`config.mk`:
```
export PLATFORM = sky130hd
export DESIGN_NAME = datetime_add_duration
export DESIGN_NICKNAME = d
export VERILOG_FILES = /design/src/hw/rtl/dta_pkg.sv /design/src/hw/rtl/dta_front.sv /design/src/hw/rtl/dta_back.sv /design/src/hw/rtl/datetime_add_duration.sv
export SDC_FILE = /design/constraint.sdc
export NUM_CORES = 2
export LEC_CHECK = 0
export BUFFER_PORTS_ARGS = -buffer_cell sky130_fd_sc_hd__buf_2
export CAP_MARGIN = 10
export CORE_MARGIN = 2
export CORE_UTILIZATION = 65
export DETAILED_ROUTE_END_ITERATION = 16
export HOLD_SLACK_MARGIN = 0.03
export PLACE_DENSITY_LB_ADDON = 0.25
export SLEW_MARGIN = 20
export SYNTH_ARGS = -nofsm -noshare
export SYNTH_HDL_FRONTEND = slang
export SYNTH_SLANG_ARGS = --single-unit
```
`constraint.sdc`:
```
create_clock -name clk -period 13.6 [get_ports clk]
set_clock_uncertainty 0.2 [all_clocks]
set_input_delay 0.68 -clock clk [delete_from_list [all_inputs] [get_ports clk]]
set_output_delay 0.68 -clock clk [all_outputs]
set_load 0.005 [all_outputs]
```
`src/hw/rtl/dta_pkg.sv`:
```
// Shared types, constants and calendar helpers for the date-time plus duration block.
// Used by dta_front, dta_back and datetime_add_duration; depends on nothing.
`default_nettype none
package dta_pkg;

  localparam int YW    = 20;
  localparam int DAYW  = 24;
  localparam int MAGW  = 34;
  localparam int DIVW  = 26;
  localparam int SW    = 36;
  localparam int QW    = 20;
  localparam int MULW  = 26;
  localparam int RCPW  = 27;
  localparam int PRODW = MULW + RCPW;

  localparam logic [DIVW-1:0] MONTHS_PER_YEAR  = DIVW'(12);
  localparam logic [DIVW-1:0] YEARS_PER_CYCLE  = DIVW'(400);
  localparam logic [DIVW-1:0] MICRO_PER_MINUTE = DIVW'(60000000);
  localparam logic [DIVW-1:0] MINUTES_PER_HOUR = DIVW'(60);
  localparam logic [DIVW-1:0] HOURS_PER_DAY    = DIVW'(24);
  localparam logic [DIVW-1:0] MICRO_PER_SECOND = DIVW'(1000000);
  localparam logic signed [DAYW-1:0] DAYS_PER_CYCLE = DAYW'(146097);

  // Rounded-up reciprocals and their shifts for exact floor division by each constant.
  // The microsecond magnitude is divided by 256 first and then by 234375.
  localparam logic [RCPW-1:0] RCP_MONTH  = RCPW'(1398102);
  localparam logic [RCPW-1:0] RCP_YEAR   = RCPW'(167773);
  localparam logic [RCPW-1:0] RCP_MICRO  = RCPW'(37529997);
  localparam logic [RCPW-1:0] RCP_MINUTE = RCPW'(17895698);
  localparam logic [RCPW-1:0] RCP_HOUR   = RCPW'(22369622);
  localparam logic [RCPW-1:0] RCP_SECOND = RCPW'(70368745);
  localparam logic [5:0]      SH_MONTH   = 6'd24;
  localparam logic [5:0]      SH_YEAR    = 6'd26;
  localparam logic [5:0]      SH_MICRO   = 6'd43;
  localparam logic [5:0]      SH_MINUTE  = 6'd30;
  localparam logic [5:0]      SH_HOUR    = 6'd29;
  localparam logic [5:0]      SH_SECOND  = 6'd46;

  typedef struct packed {
    logic signed [15:0] sy;
    logic [4:0]         sday;
    logic [4:0]         shour;
    logic [5:0]         smin;
    logic signed [20:0] mtot;
    logic signed [34:0] utot;
    logic signed [20:0] dday;
    logic signed [23:0] dhour;
    logic signed [23:0] dmin;
    logic               neg;
  } item_t;

  typedef struct packed {
    logic               ovf;
    logic [19:0]        micro;
    logic [5:0]         second;
    logic [5:0]         minute;
    logic [4:0]         hour;
    logic [4:0]         day;
    logic [3:0]         month;
    logic signed [15:0] year;
  } res_t;

  // Leap test from the year taken modulo 400.
  function automatic logic is_leap(input logic [8:0] r);
    is_leap = (r[1:0] == 2'd0) && (r != 9'd100) && (r != 9'd200) && (r != 9'd300);
  endfunction

  // Month zero is December of the prior year and so has 31 days.
  function automatic logic [4:0] month_len(input logic [3:0] m, input logic leap);
    logic [4:0] len;
    len = 5'd31;
    if (m == 4'd2) begin
      len = leap ? 5'd29 : 5'd28;
    end else if (m == 4'd4 || m == 4'd6 || m == 4'd9 || m == 4'd11) begin
      len = 5'd30;
    end
    month_len = len;
  endfunction

endpackage
`default_nettype wire

```
`src/hw/rtl/dta_front.sv`:
```
// Front end: takes input beats, forms the month and microsecond sums, and queues items.
// Depends on dta_pkg; feeds dta_back through a two-entry queue.
`default_nettype none
module dta_front import dta_pkg::*; (
  input  wire logic         clk,
  input  wire logic         rst,
  input  wire logic         s_axis_tvalid,
  output logic              s_axis_tready,
  // start_year, start_month, start_day, start_hour, start_minute, start_micro_in_minute,
  // dur_total_months, dur_days, dur_hours, dur_minutes, dur_micro, dur_negative, zero pad
  input  wire logic [191:0] s_axis_tdata,
  output logic              q_valid,
  input  wire logic         q_ready,
  output item_t             q_item
);

  item_t       mem [2];
  item_t       in_item;
  logic        wptr;
  logic        rptr;
  logic [1:0]  count;
  logic        push;
  logic        pop;

  always_comb begin
    in_item.sy    = $signed(s_axis_tdata[15:0]);
    in_item.sday  = s_axis_tdata[24:20];
    in_item.shour = s_axis_tdata[29:25];
    in_item.smin  = s_axis_tdata[35:30];
    in_item.mtot  = 21'($signed({1'b0, s_axis_tdata[19:16]}))
                  + 21'($signed(s_axis_tdata[81:62])) - 21'sd1;
    in_item.utot  = 35'($signed({1'b0, s_axis_tdata[61:36]}))
                  + 35'($signed(s_axis_tdata[183:151]));
    in_item.dday  = $signed(s_axis_tdata[102:82]);
    in_item.dhour = $signed(s_axis_tdata[126:103]);
    in_item.dmin  = $signed(s_axis_tdata[150:127]);
    in_item.neg   = s_axis_tdata[184];
  end

  assign s_axis_tready = (count != 2'd2);
  assign q_valid       = (count != 2'd0);
  assign q_item        = mem[rptr];
  assign push          = s_axis_tvalid && s_axis_tready;
  assign pop           = q_valid && q_ready;

  always_ff @(posedge clk) begin
    if (push) begin
      mem[wptr] <= in_item;
    end
  end

  always_ff @(posedge clk) begin
    if (rst) begin
      wptr  <= 1'b0;
      rptr  <= 1'b0;
      count <= 2'd0;
    end else begin
      if (push) begin
        wptr <= ~wptr;
      end
      if (pop) begin
        rptr <= ~rptr;
      end
      if (push && !pop) begin
        count <= count + 2'd1;
      end else if (pop && !push) begin
        count <= count - 2'd1;
      end
    end
  end

endmodule
`default_nettype wire

```
`src/hw/rtl/dta_back.sv`:
```
// Back end: floor divisions by reciprocal multiplication, then the calendar walk.
// Depends on dta_pkg; takes items from dta_front and holds one result for the output.
`default_nettype none
module dta_back import dta_pkg::*; (
  input  wire logic  clk,
  input  wire logic  rst,
  input  wire logic  q_valid,
  output logic       q_ready,
  input  wire item_t q_item,
  output logic       res_valid,
  input  wire logic  res_ready,
  output res_t       res
);

  typedef enum logic [6:0] {
    ST_IDLE = 7'b0000001,
    ST_LOAD = 7'b0000010,
    ST_MUL  = 7'b0000100,
    ST_REM  = 7'b0001000,
    ST_FIX  = 7'b0010000,
    ST_W400 = 7'b0100000,
    ST_WALK = 7'b1000000
  } state_t;

  typedef enum logic [2:0] {
    OP_MON   = 3'd0,
    OP_YMOD  = 3'd1,
    OP_MICRO = 3'd2,
    OP_MIN   = 3'd3,
    OP_HOUR  = 3'd4,
    OP_SEC   = 3'd5
  } op_t;

  state_t                 state;
  op_t                    op;
  item_t                  cur;
  logic [MAGW-1:0]        dmag;
  logic [QW-1:0]          quo;
  logic [DIVW-1:0]        rem;
  logic [DIVW-1:0]        divisor;
  logic                   dneg;
  logic [3:0]             months;
  logic signed [YW-1:0]   years;
  logic [8:0]             ymod;
  logic [DIVW-1:0]        urem;
  logic signed [9:0]      qmin;
  logic signed [19:0]     qh;
  logic [5:0]             minutes;
  logic [4:0]             hours;
  logic [5:0]             seconds;
  logic [19:0]            micro;
  logic signed [DAYW-1:0] days;

  logic signed [SW-1:0]   operand;
  logic [SW-1:0]          opmag;
  logic [DIVW-1:0]        op_div;
  logic [RCPW-1:0]        op_rcp;
  logic [5:0]             op_sh;
  logic [MULW-1:0]        mul_a;
  logic [PRODW-1:0]       prod;
  logic [PRODW-1:0]       q_full;
  logic [QW+DIVW-1:0]     qd;
  logic [MAGW-1:0]        rdiff;
  logic signed [QW:0]     qs;
  logic [DIVW-1:0]        rs;
  logic                   leap;
  logic [4:0]             ml;
  logic [4:0]             mlp;
  logic [4:0]             sday_c;
  logic signed [YW-1:0]   yfin;
  logic                   res_load;

  always_comb begin
    unique case (op)
      OP_MON:   operand = SW'(cur.mtot);
      OP_YMOD:  operand = SW'(years);
      OP_MICRO: operand = SW'(cur.utot);
      OP_MIN:   operand = SW'($signed({1'b0, cur.smin})) + SW'(cur.dmin) + SW'(qmin);
      OP_HOUR:  operand = SW'($signed({1'b0, cur.shour})) + SW'(cur.dhour) + SW'(qh);
      OP_SEC:   operand = SW'($signed({1'b0, urem}));
      default:  operand = '0;
    endcase
    unique case (op)
      OP_MON: begin
        op_div = MONTHS_PER_YEAR;
        op_rcp = RCP_MONTH;
        op_sh  = SH_MONTH;
      end
      OP_YMOD: begin
        op_div = YEARS_PER_CYCLE;
        op_rcp = RCP_YEAR;
        op_sh  = SH_YEAR;
      end
      OP_MICRO: begin
        op_div = MICRO_PER_MINUTE;
        op_rcp = RCP_MICRO;
        op_sh  = SH_MICRO;
      end
      OP_MIN: begin
        op_div = MINUTES_PER_HOUR;
        op_rcp = RCP_MINUTE;
        op_sh  = SH_MINUTE;
      end
      OP_HOUR: begin
        op_div = HOURS_PER_DAY;
        op_rcp = RCP_HOUR;
        op_sh  = SH_HOUR;
      end
      OP_SEC: begin
        op_div = MICRO_PER_SECOND;
        op_rcp = RCP_SECOND;
        op_sh  = SH_SECOND;
      end
      default: begin
        op_div = MONTHS_PER_YEAR;
        op_rcp = RCP_MONTH;
        op_sh  = SH_MONTH;
      end
    endcase
    opmag  = operand[SW-1] ? 36'(-operand) : 36'(operand);
    mul_a  = (op == OP_MICRO) ? dmag[MAGW-1:MAGW-MULW] : dmag[MULW-1:0];
    prod   = mul_a * op_rcp;
    q_full = prod >> op_sh;
    qd     = quo * divisor;
    rdiff  = dmag - qd[MAGW-1:0];
    if (dneg && rem != '0) begin
      qs = -$signed({1'b0, quo}) - $signed((QW+1)'(1));
      rs = divisor - rem;
    end else if (dneg) begin
      qs = -$signed({1'b0, quo});
      rs = rem;
    end else begin
      qs = $signed({1'b0, quo});
      rs = rem;
    end
    leap = is_leap(ymod);
    ml   = month_len(months, leap);
    mlp  = month_len(months - 4'd1, leap);
    if (cur.sday > ml) begin
      sday_c = ml;
    end else if (cur.sday == 5'd0) begin
      sday_c = 5'd1;
    end else begin
      sday_c = cur.sday;
    end
    yfin = years;
    if (cur.sy > 16'sd0 && cur.neg && years <= 0) begin
      yfin = years - 20'sd1;
    end else if (cur.sy < 16'sd0 && !cur.neg && years >= 0) begin
      yfin = years + 20'sd1;
    end
    res_load = (state == ST_WALK) && (days >= 24'sd1) && (days <= $signed({19'b0, ml}))
             && (!res_valid || res_ready);
  end

  assign q_ready = (state == ST_IDLE);

  always_ff @(posedge clk) begin
    if (rst) begin
      state     <= ST_IDLE;
      op        <= OP_MON;
      res_valid <= 1'b0;
    end else begin
      if (res_valid && res_ready && !res_load) begin
        res_valid <= 1'b0;
      end
      unique case (state)
        ST_IDLE: begin
          if (q_valid) begin
            cur   <= q_item;
            op    <= OP_MON;
            state <= ST_LOAD;
          end
        end
        ST_LOAD: begin
          dmag    <= opmag[MAGW-1:0];
          dneg    <= operand[SW-1];
          divisor <= op_div;
          state   <= ST_MUL;
        end
        ST_MUL: begin
          quo   <= q_full[QW-1:0];
          state <= ST_REM;
        end
        ST_REM: begin
          rem   <= rdiff[DIVW-1:0];
          state <= ST_FIX;
        end
        ST_FIX: begin
          state <= ST_LOAD;
          unique case (op)
            OP_MON: begin
              months <= rs[3:0] + 4'd1;
              years  <= YW'(cur.sy) + qs[YW-1:0];
              op     <= OP_YMOD;
            end
            OP_YMOD: begin
              ymod <= rs[8:0];
              op   <= OP_MICRO;
            end
            OP_MICRO: begin
              urem <= rs;
              qmin <= qs[9:0];
              op   <= OP_MIN;
            end
            OP_MIN: begin
              minutes <= rs[5:0];
              qh      <= qs[19:0];
              op      <= OP_HOUR;
            end
            OP_HOUR: begin
              hours <= rs[4:0];
              days  <= DAYW'(cur.dday) + DAYW'($signed({1'b0, sday_c})) + DAYW'(qs);
              op    <= OP_SEC;
            end
            OP_SEC: begin
              seconds <= quo[5:0];
              micro   <= rs[19:0];
              state   <= ST_W400;
            end
            default: begin
              state <= ST_IDLE;
            end
          endcase
        end
        ST_W400: begin
          if (days > DAYS_PER_CYCLE) begin
            days  <= days - DAYS_PER_CYCLE;
            years <= years + 20'sd400;
          end else if (days <= -DAYS_PER_CYCLE) begin
            days  <= days + DAYS_PER_CYCLE;
            years <= years - 20'sd400;
          end else begin
            state <= ST_WALK;
          end
        end
        ST_WALK: begin
          if (days < 24'sd1) begin
            days <= days + $signed({19'b0, mlp});
            if (months == 4'd1) begin
              months <= 4'd12;
              years  <= years - 20'sd1;
              ymod   <= (ymod == 9'd0) ? 9'd399 : ymod - 9'd1;
            end else begin
              months <= months - 4'd1;
            end
          end else if (days > $signed({19'b0, ml})) begin
            days <= days - $signed({19'b0, ml});
            if (months == 4'd12) begin
              months <= 4'd1;
              years  <= years + 20'sd1;
              ymod   <= (ymod == 9'd399) ? 9'd0 : ymod + 9'd1;
            end else begin
              months <= months + 4'd1;
            end
          end else if (res_load) begin
            res.year   <= yfin[15:0];
            res.month  <= months;
            res.day    <= days[4:0];
            res.hour   <= hours;
            res.minute <= minutes;
            res.second <= seconds;
            res.micro  <= micro;
            res.ovf    <= (yfin < -20'sd32767) || (yfin > 20'sd32767);
            res_valid  <= 1'b1;
            state      <= ST_IDLE;
          end
        end
        default: begin
          state <= ST_IDLE;
        end
      endcase
    end
  end

endmodule
`default_nettype wire

```
`src/hw/rtl/datetime_add_duration.sv`:
```
// Top level of the date-time plus duration block: stream ports, packing, front and back.
// Depends on dta_pkg, dta_front and dta_back.
//
// In the back end each beat is taken from the queue and goes through six floor divisions
// by a constant, each in four steps (load, reciprocal multiply, remainder, sign fix-up).
// The 400-year stage then removes one 400-year block at a time from the day count, and
// the month walk crosses one month at a time until the day count is in range. Last the
// result is handed over. A two-entry queue and a result register let new beats come in
// while the back end is busy or a result waits to be taken.
`default_nettype none
module datetime_add_duration import dta_pkg::*; (
  input  wire logic         clk,
  input  wire logic         rst,
  input  wire logic         s_axis_tvalid,
  output logic              s_axis_tready,
  // start_year, start_month, start_day, start_hour, start_minute, start_micro_in_minute,
  // dur_total_months, dur_days, dur_hours, dur_minutes, dur_micro, dur_negative, zero pad
  input  wire logic [191:0] s_axis_tdata,
  output logic              m_axis_tvalid,
  input  wire logic         m_axis_tready,
  // out_year, out_month, out_day, out_hour, out_minute, out_second, out_microsecond,
  // year_overflow, zero pad
  output logic [63:0]       m_axis_tdata
);

  item_t q_item;
  logic  q_valid;
  logic  q_ready;
  res_t  res;

  dta_front u_front (
    .clk           (clk),
    .rst           (rst),
    .s_axis_tvalid (s_axis_tvalid),
    .s_axis_tready (s_axis_tready),
    .s_axis_tdata  (s_axis_tdata),
    .q_valid       (q_valid),
    .q_ready       (q_ready),
    .q_item        (q_item)
  );

  dta_back u_back (
    .clk       (clk),
    .rst       (rst),
    .q_valid   (q_valid),
    .q_ready   (q_ready),
    .q_item    (q_item),
    .res_valid (m_axis_tvalid),
    .res_ready (m_axis_tready),
    .res       (res)
  );

  assign m_axis_tdata = {1'b0, res.ovf, res.micro, res.second, res.minute, res.hour,
                         res.day, res.month, res.year};

endmodule
`default_nettype wire

```
## Yosys cells after proc, flatten, opt, wreduce, memory -nomap -nowiden

Memory sizes are Yosys's and may differ from the RTL's. A register that Yosys moved wholly into a read port is not among the register bits.
Index checks and enable logic that the tools add are counted.

| word-level totals | value |
|---|---|
| RAM bits | 316 |
| word-level logic and storage cells | 247 |
| memories kept | 1 |
| output and inout port bits | 66 |
| register bits | 335 |

| cells by class | value |
|---|---|
| magnitude comparators | 13 |
| add/subtract/negate cells | 30 |
| eq/ne operators | 43 |
| $mul | 2 |
| shift-type cells | 1 |
| mux-type cells | 66 |
| bitwise logic cells | 5 |
| reductions and logical operators | 56 |

Memory list:

| name | words | bits a word | read ports | clocked after Yosys merged registers in | wr ports | RTL line | RTL |
|---|---|---|---|---|---|---|---|
| u_front.mem | 2 | 158 | 1 | 1 | 1 | dta_front.sv:17 | `item_t mem [2];` |

Operators by type and width:

| cell | count |
|---|---|
| 36-bit one-hot mux with 6 select lines | 1 |
| 20-bit 2-to-1 mux | 9 |
| 27-bit one-hot mux with 5 select lines | 1 |
| 26-bit one-hot mux with 5 select lines | 1 |
| 24-bit 2-to-1 mux | 5 |
| 24-bit one-hot mux with 3 select lines | 1 |
| 9-bit 2-to-1 mux | 7 |
| 20-bit one-hot mux with 3 select lines | 1 |
| 26-bit by 27-bit multiplier with 53-bit output | 1 |
| 53-bit by 6-bit >> shifter with 20-bit output | 1 |
| 26-bit 2-to-1 mux | 2 |
| 26-bit subtractor | 2 |
| 7-bit one-hot mux with 7 select lines | 1 |
| 21-bit 2-to-1 mux | 2 |
| 7-bit 2-to-1 mux | 6 |
| 21-bit by 2-bit subtractor with 21-bit output, second input constant | 2 |
| 27-bit by 33-bit adder with 34-bit output | 1 |
| 34-bit 2-to-1 mux | 1 |
| 34-bit negator | 1 |
| 6-bit one-hot mux with 5 select lines | 1 |
| 25-bit by 10-bit adder with 26-bit output | 1 |
| 25-bit by 20-bit adder with 26-bit output | 1 |
| 20-bit by 26-bit multiplier with 26-bit output | 1 |
| 26-bit nonzero test | 1 |
| other kinds (84) | 165 |

## Longest topological paths before layout

| depth | value |
|---|---|
| depth in word-level cells | 16 |
| mapped depth | 39 |

## By module

From an unflattened synthesis, not the netlist that was laid out.

| second synthesis, totals | value |
|---|---|
| cell total of the unflattened synthesis | 7,044 |
| area total of the unflattened synthesis | 73,456.7 um^2 |

Modules (own cells, without submodules):

| module | instances | area each (um^2) | cells an instance | sequential area each (um^2) |
|---|---|---|---|---|
| dta_back | 1 | 59,457.0 | 6,153 | 14,063.5 |
| dta_front | 1 | 13,988.4 | 889 | 9,529.1 |
| datetime_add_duration | 1 | 11.3 | 2 | 0.0 |

## Worst setup path after synthesis

Ideal clock, no wire load.

| path | value |
|---|---|
| kind | reg-to-reg |
| start | register u_back.op[2] |
| end | register u_back.quo[18], data pin |
| path slack | 4.247 ns |
| clock period less this slack | 9.353 ns |
| arrival | 9.007 ns |
| library setup time | 0.146 ns |
| stages on the path, launching flop included | 33 |
| cells stage by stage | dfxtp_1 buf_6 buf_6 buf_2 buf_1 clkbuf_1 buf_1 clkbuf_1 nand3_1 o21ai_0 fa_1 fa_1 inv_1 fa_1 inv_1 fa_1 fa_1 fa_1 inv_1 fa_1 inv_1 ha_1 nand3_1 or4_1 nor3_1 o211ai_1 a21oi_1 nor2_1 a211o_1 a221o_1 o21a_1 o221ai_1 a21boi_1 |

| on the way | value |
|---|---|
| cells in the longest elaborated chain, start to end | 4 |
| elaborated cells on any way between the ends | 10 |
| those cells by class | mul: 1; eq/ne: 5; shift: 1; mux: 3 |

Ends and longest elaborated chain:

| item | RTL line | RTL |
|---|---|---|
| start, declared | dta_back.sv:35 | `op_t op;` |
| start signal, assigned | dta_back.sv:161 | `op <= OP_MON;` |
| start signal, assigned | dta_back.sv:171 | `op <= OP_MON;` |
| start signal, assigned | dta_back.sv:195 | `op <= OP_YMOD;` |
| 3-bit == test (tied with other cells) | dta_back.sv:83 | `unique case (op)` |
| 27-bit one-hot mux with 5 select lines or 26-bit 2-to-1 mux (tied branches) | dta_back.sv:83, dta_back.sv:121 |  |
| 26-bit by 27-bit multiplier with 53-bit output | dta_back.sv:122 | `prod = mul_a * op_rcp;` |
| 53-bit by 6-bit >> shifter with 20-bit output (*) | dta_back.sv:123 | `q_full = prod >> op_sh;` |
| end signal, assigned | dta_back.sv:182 | `quo <= q_full[QW-1:0];` |
| end, declared | dta_back.sv:38 | `logic [QW-1:0] quo;` |

Mark *: on every way between the ends. The rest lies on a longest branch, timed or not.
A chain may end at the register's enable or synchronous reset.

## Worst setup path after layout

| path | value |
|---|---|
| start | register u_back.op[1] |
| end | register u_back.quo[0], data pin |

| on the way | value |
|---|---|
| cells in the longest elaborated chain, start to end | 4 |
| elaborated cells on any way between the ends | 10 |
| those cells by class | mul: 1; eq/ne: 5; shift: 1; mux: 3 |

Ends and longest elaborated chain:

| item | RTL line | RTL |
|---|---|---|
| 3-bit == test (tied with other cells) | dta_back.sv:83 |  |
| 27-bit one-hot mux with 5 select lines or 26-bit 2-to-1 mux (tied branches) | dta_back.sv:83, dta_back.sv:121 |  |
| 26-bit by 27-bit multiplier with 53-bit output | dta_back.sv:122 |  |
| 53-bit by 6-bit >> shifter with 20-bit output (*) | dta_back.sv:123 |  |
| net u_back.q_full[0] | dta_back.sv:61 | `logic [PRODW-1:0] q_full;` |

Mark *: on every way through the listed nets, which the timed path passes. The rest lies on a longest branch.

==> results.sh <==
export IMPL_status="complete, no violations"
export IMPL_clk_latency_ns=0.72
export IMPL_ys_seq_area_share_pct=32.6
export IMPL_synth_avg_cell_area_sq_um=10.6
export IMPL_maxCapViolCount=0
export IMPL_arrival_ns=12.00
export IMPL_synth_edf_count=774
export IMPL_min_path_type="in2reg"
export IMPL_io_buffers=253
export IMPL_synthXorXnorAreaFrac_pct=3.81
export IMPL_cellPowerDensity_nw_per_um2=203
export IMPL_final_cells=8704
export IMPL_vdd_drop_max_mv=0.310
export IMPL_drt_first_iter_violations=6534
export IMPL_p_sw_uw=7380
export IMPL_yosys_warnings=0
export IMPL_max_freq_mhz=85.4
export IMPL_avgRoutedWirePerCell_um=27.5
export IMPL_antenna_found_initial=17
export IMPL_root_buffer="clkbuf_16"
export IMPL_cp_slowest_stage_delay_ns=0.84
export IMPL_post_dp_hpwl_mm=179
export IMPL_grt_overflow=0
export IMPL_globalplace_congestion=1.02
export IMPL_die_y_um=337
export IMPL_tightest_slew_ns=1.29
export IMPL_r2r_setup_slack_ns=1.89
export IMPL_cts_buffer_depth=3
export IMPL_leakagePower_uw=0.0346
export IMPL_cp_end_kind="register"
export IMPL_startpoint_type="register"
export IMPL_r2r_start="u_back.op[1]"
export IMPL_fin_util_pct=71.7
export IMPL_num_vias=55800
export IMPL_yosysUniqueCellTypes=91
export IMPL_reg2reg_to="u_back.quo[0]"
export IMPL_ys_async_sr_fraction_pct=0
export IMPL_cts_buffers=84
export IMPL_criticalPathCategory="reg2reg"
export IMPL_worst_slack_ns=1.89
export IMPL_p_clk_share_pct=15.1
export IMPL_drtAntennaViolNets=0
export IMPL_cp_common_cell="fa_1"
export IMPL_grt_pass1_wl_mm=353
export IMPL_finalCriticalPeriod_ns=11.71
export IMPL_slew_headroom_pct=13.4
export IMPL_synth_cell_area_sq_um=72100
export IMPL_layout_common_cells="1082 x inv_1, 783 x fa_1, 774 x edfxtp_1"
export IMPL_clock_sinks=789
export IMPL_wirelength_mm=239
export IMPL_htreeDepth=3
export IMPL_p_int_uw=8680
export IMPL_io_pins=262
export IMPL_synthSimpleGateAreaFrac_pct=11.2
export IMPL_p_total_uw=16100
export IMPL_drive_gt1_share_pct=10.5
export IMPL_clk_pin_slew_worst_paths_ns=0.07
export IMPL_endpoint="u_back.quo[0]"
export IMPL_tritoncts="yes"
export IMPL_nFillCells=7846
export IMPL_hold_viol_final=0
export IMPL_core_area_sq_um=110000
export IMPL_dr_pass1_iters=6
export IMPL_finalSetupViolCount=0
export IMPL_grt_max_degree=140
export IMPL_num_rows=122
export IMPL_initial_core_util_pct=65.4
export IMPL_grt_usage_pct=42.5
export IMPL_synthToLayoutAreaGrowth_pct=9.76
export IMPL_die_area_sq_um=114000
export IMPL_final_period_utilization_pct=86.1
export IMPL_fin_tns_setup_ns=0
export IMPL_critPathRequiredTime_ns=13.89
export IMPL_rsz0062_at_grt="no"
export IMPL_cp_slowest_cell="inv_1"
export IMPL_p_seq_share_pct=22.4
export IMPL_vias_per_cell=6.41
export IMPL_synth_flop_cell="edfxtp_1"
export IMPL_final_common_cell="inv_1"
export IMPL_slew_viol_final=0
export IMPL_synth_compound_area_share_pct=10.1
export IMPL_path_max_fanout=26
export IMPL_swShare_pct=45.9
export IMPL_grt_pass1_vias=56100
export IMPL_ys_seq_elements=789
export IMPL_syn_inst=6835
export IMPL_chipWidth_um=337
export IMPL_nets=8694
export IMPL_synthAdderAreaFrac_pct=31.7
export IMPL_dp_slack_ns=2.19
export IMPL_synth_top_family_by_area="adder cells"
export IMPL_dp_cells=8441
export IMPL_remaining_drc_errors=0
export IMPL_ff2ff_path_depth=28
export IMPL_synth_mux_area_share_pct=3.44
export IMPL_comb_power_share_pct=62.6
export IMPL_cts_repair_resized=0
export IMPL_crit_start="u_back.op[1]"
[synth_stat cells, types with 153 or more instances]
cell type / number / area (sq um)
edfxtp_1: 774 / 23200
nor2_1: 476 / 1790
ha_1: 576 / 7210
clkbuf_1: 219 / 822
o21ai_0: 212 / 1060
inv_1: 1082 / 4060
and2_1: 153 / 957
mux2_2: 171 / 1930
fa_1: 783 / 15700
a21oi_1: 306 / 1530
xnor2_1: 196 / 1720
nand2_1: 474 / 1780
[power groups by stage]
stage / clock network [uW] / logic [uW] / registers [uW]
2_1_floorplan: 0 / 6980 / 3560
3_3_place_gp: 0 / 9440 / 3600
3_5_place_dp: 0 / 9670 / 3610
4_1_cts: 2400 / 9800 / 3570
5_1_grt: 2510 / 11000 / 3600
6_report: 2420 / 10000 / 3590
[worst max-delay path: cells and delay by family (launching register included)]
family	cells	cell delay [ns]
buffers and inverters	5	1.92
AOI/OAI and AO/OA	7	2.22
xor gates and xnor gates	1	0.55
DFF	1	0.52
and+or+nand+nor	7	1.91
adders and majority gates	8	4.19
[worst min-delay path by stage]
stage                            from                  to  slack [ns]  cells after the start
finish              s_axis_tdata[149]  u_front.mem[0][23]        0.06                      1
floorplan             u_back.hours[0]      u_back.res[25]        0.20                      0
CTS                     m_axis_tready    u_back.res_valid        0.04                      4
global route        s_axis_tdata[149]  u_front.mem[0][23]        0.05                      1
detailed placement  u_back.seconds[4]      u_back.res[40]        0.20                      0
global placement      u_back.micro[1]      u_back.res[43]        0.20                      0
[kinds of logic after synthesis]
logic type | after synthesis
flip-flops | 789
AND/OR/NAND/NOR | 1687
XOR/XNOR | 312
AO/OA/AOI/OAI | 1115
buffers and inverters | 1348
adder cells (fa/ha/maj) | 1359
other | 1
multiplexers | 224
[repair_timing]
item	in CTS	in global routing
hold endpoints to repair	199	0
buffers inserted	0	0
hold buffers	100	0
[registers in the layout (all words and copies together), names as in the netlist, 2 cells and up]
signal	cells
u_back.seconds	6
u_back.ymod	9
u_back.minutes	6
u_back.urem	26
u_back.cur	157
u_front.mem	314
u_back.quo	20
u_back.months	4
u_back.qh	20
u_back.op	3
u_back.hours	5
u_back.res	63
u_back.micro	20
u_front.count	2
u_back.rem	26
u_back.days	24
u_back.divisor	9
u_back.state	7
u_back.qmin	10
u_back.years	20
u_back.dmag	34
[metrics by stage]
step	area, sq um	hold slack (ns)
6_report	79200	0.0579
2_1_floorplan	72100	0.200
5_1_grt	79200	0.0518
3_3_place_gp	75300	0.201
3_5_place_dp	75300	0.205
4_1_cts	79200	0.0421
[layout make-up]
cell class	instances	area, sq um	share of cell area [%]
Timing Repair Buffer	475	3200	4.04
Tap cell	1488	1860	2.35
Antenna cell	7	17.5	0.0221
Multi-Input combinational cell	4699	43600	55.1
Inverter	1090	4090	5.17
Clock inverter	52	678	0.856
Clock buffer	104	2190	2.76
Sequential cell	789	23500	29.7
[metal layers]
metal	track usage, %	up-vias	wire, um
li1	-	23900	-
met1	55.8	27700	87900
met2	66.5	3539	108000
met3	9.90	726	27900
met4	22.0	10	15000
met5	0	-	64
(Power assumes the default switching activity.)
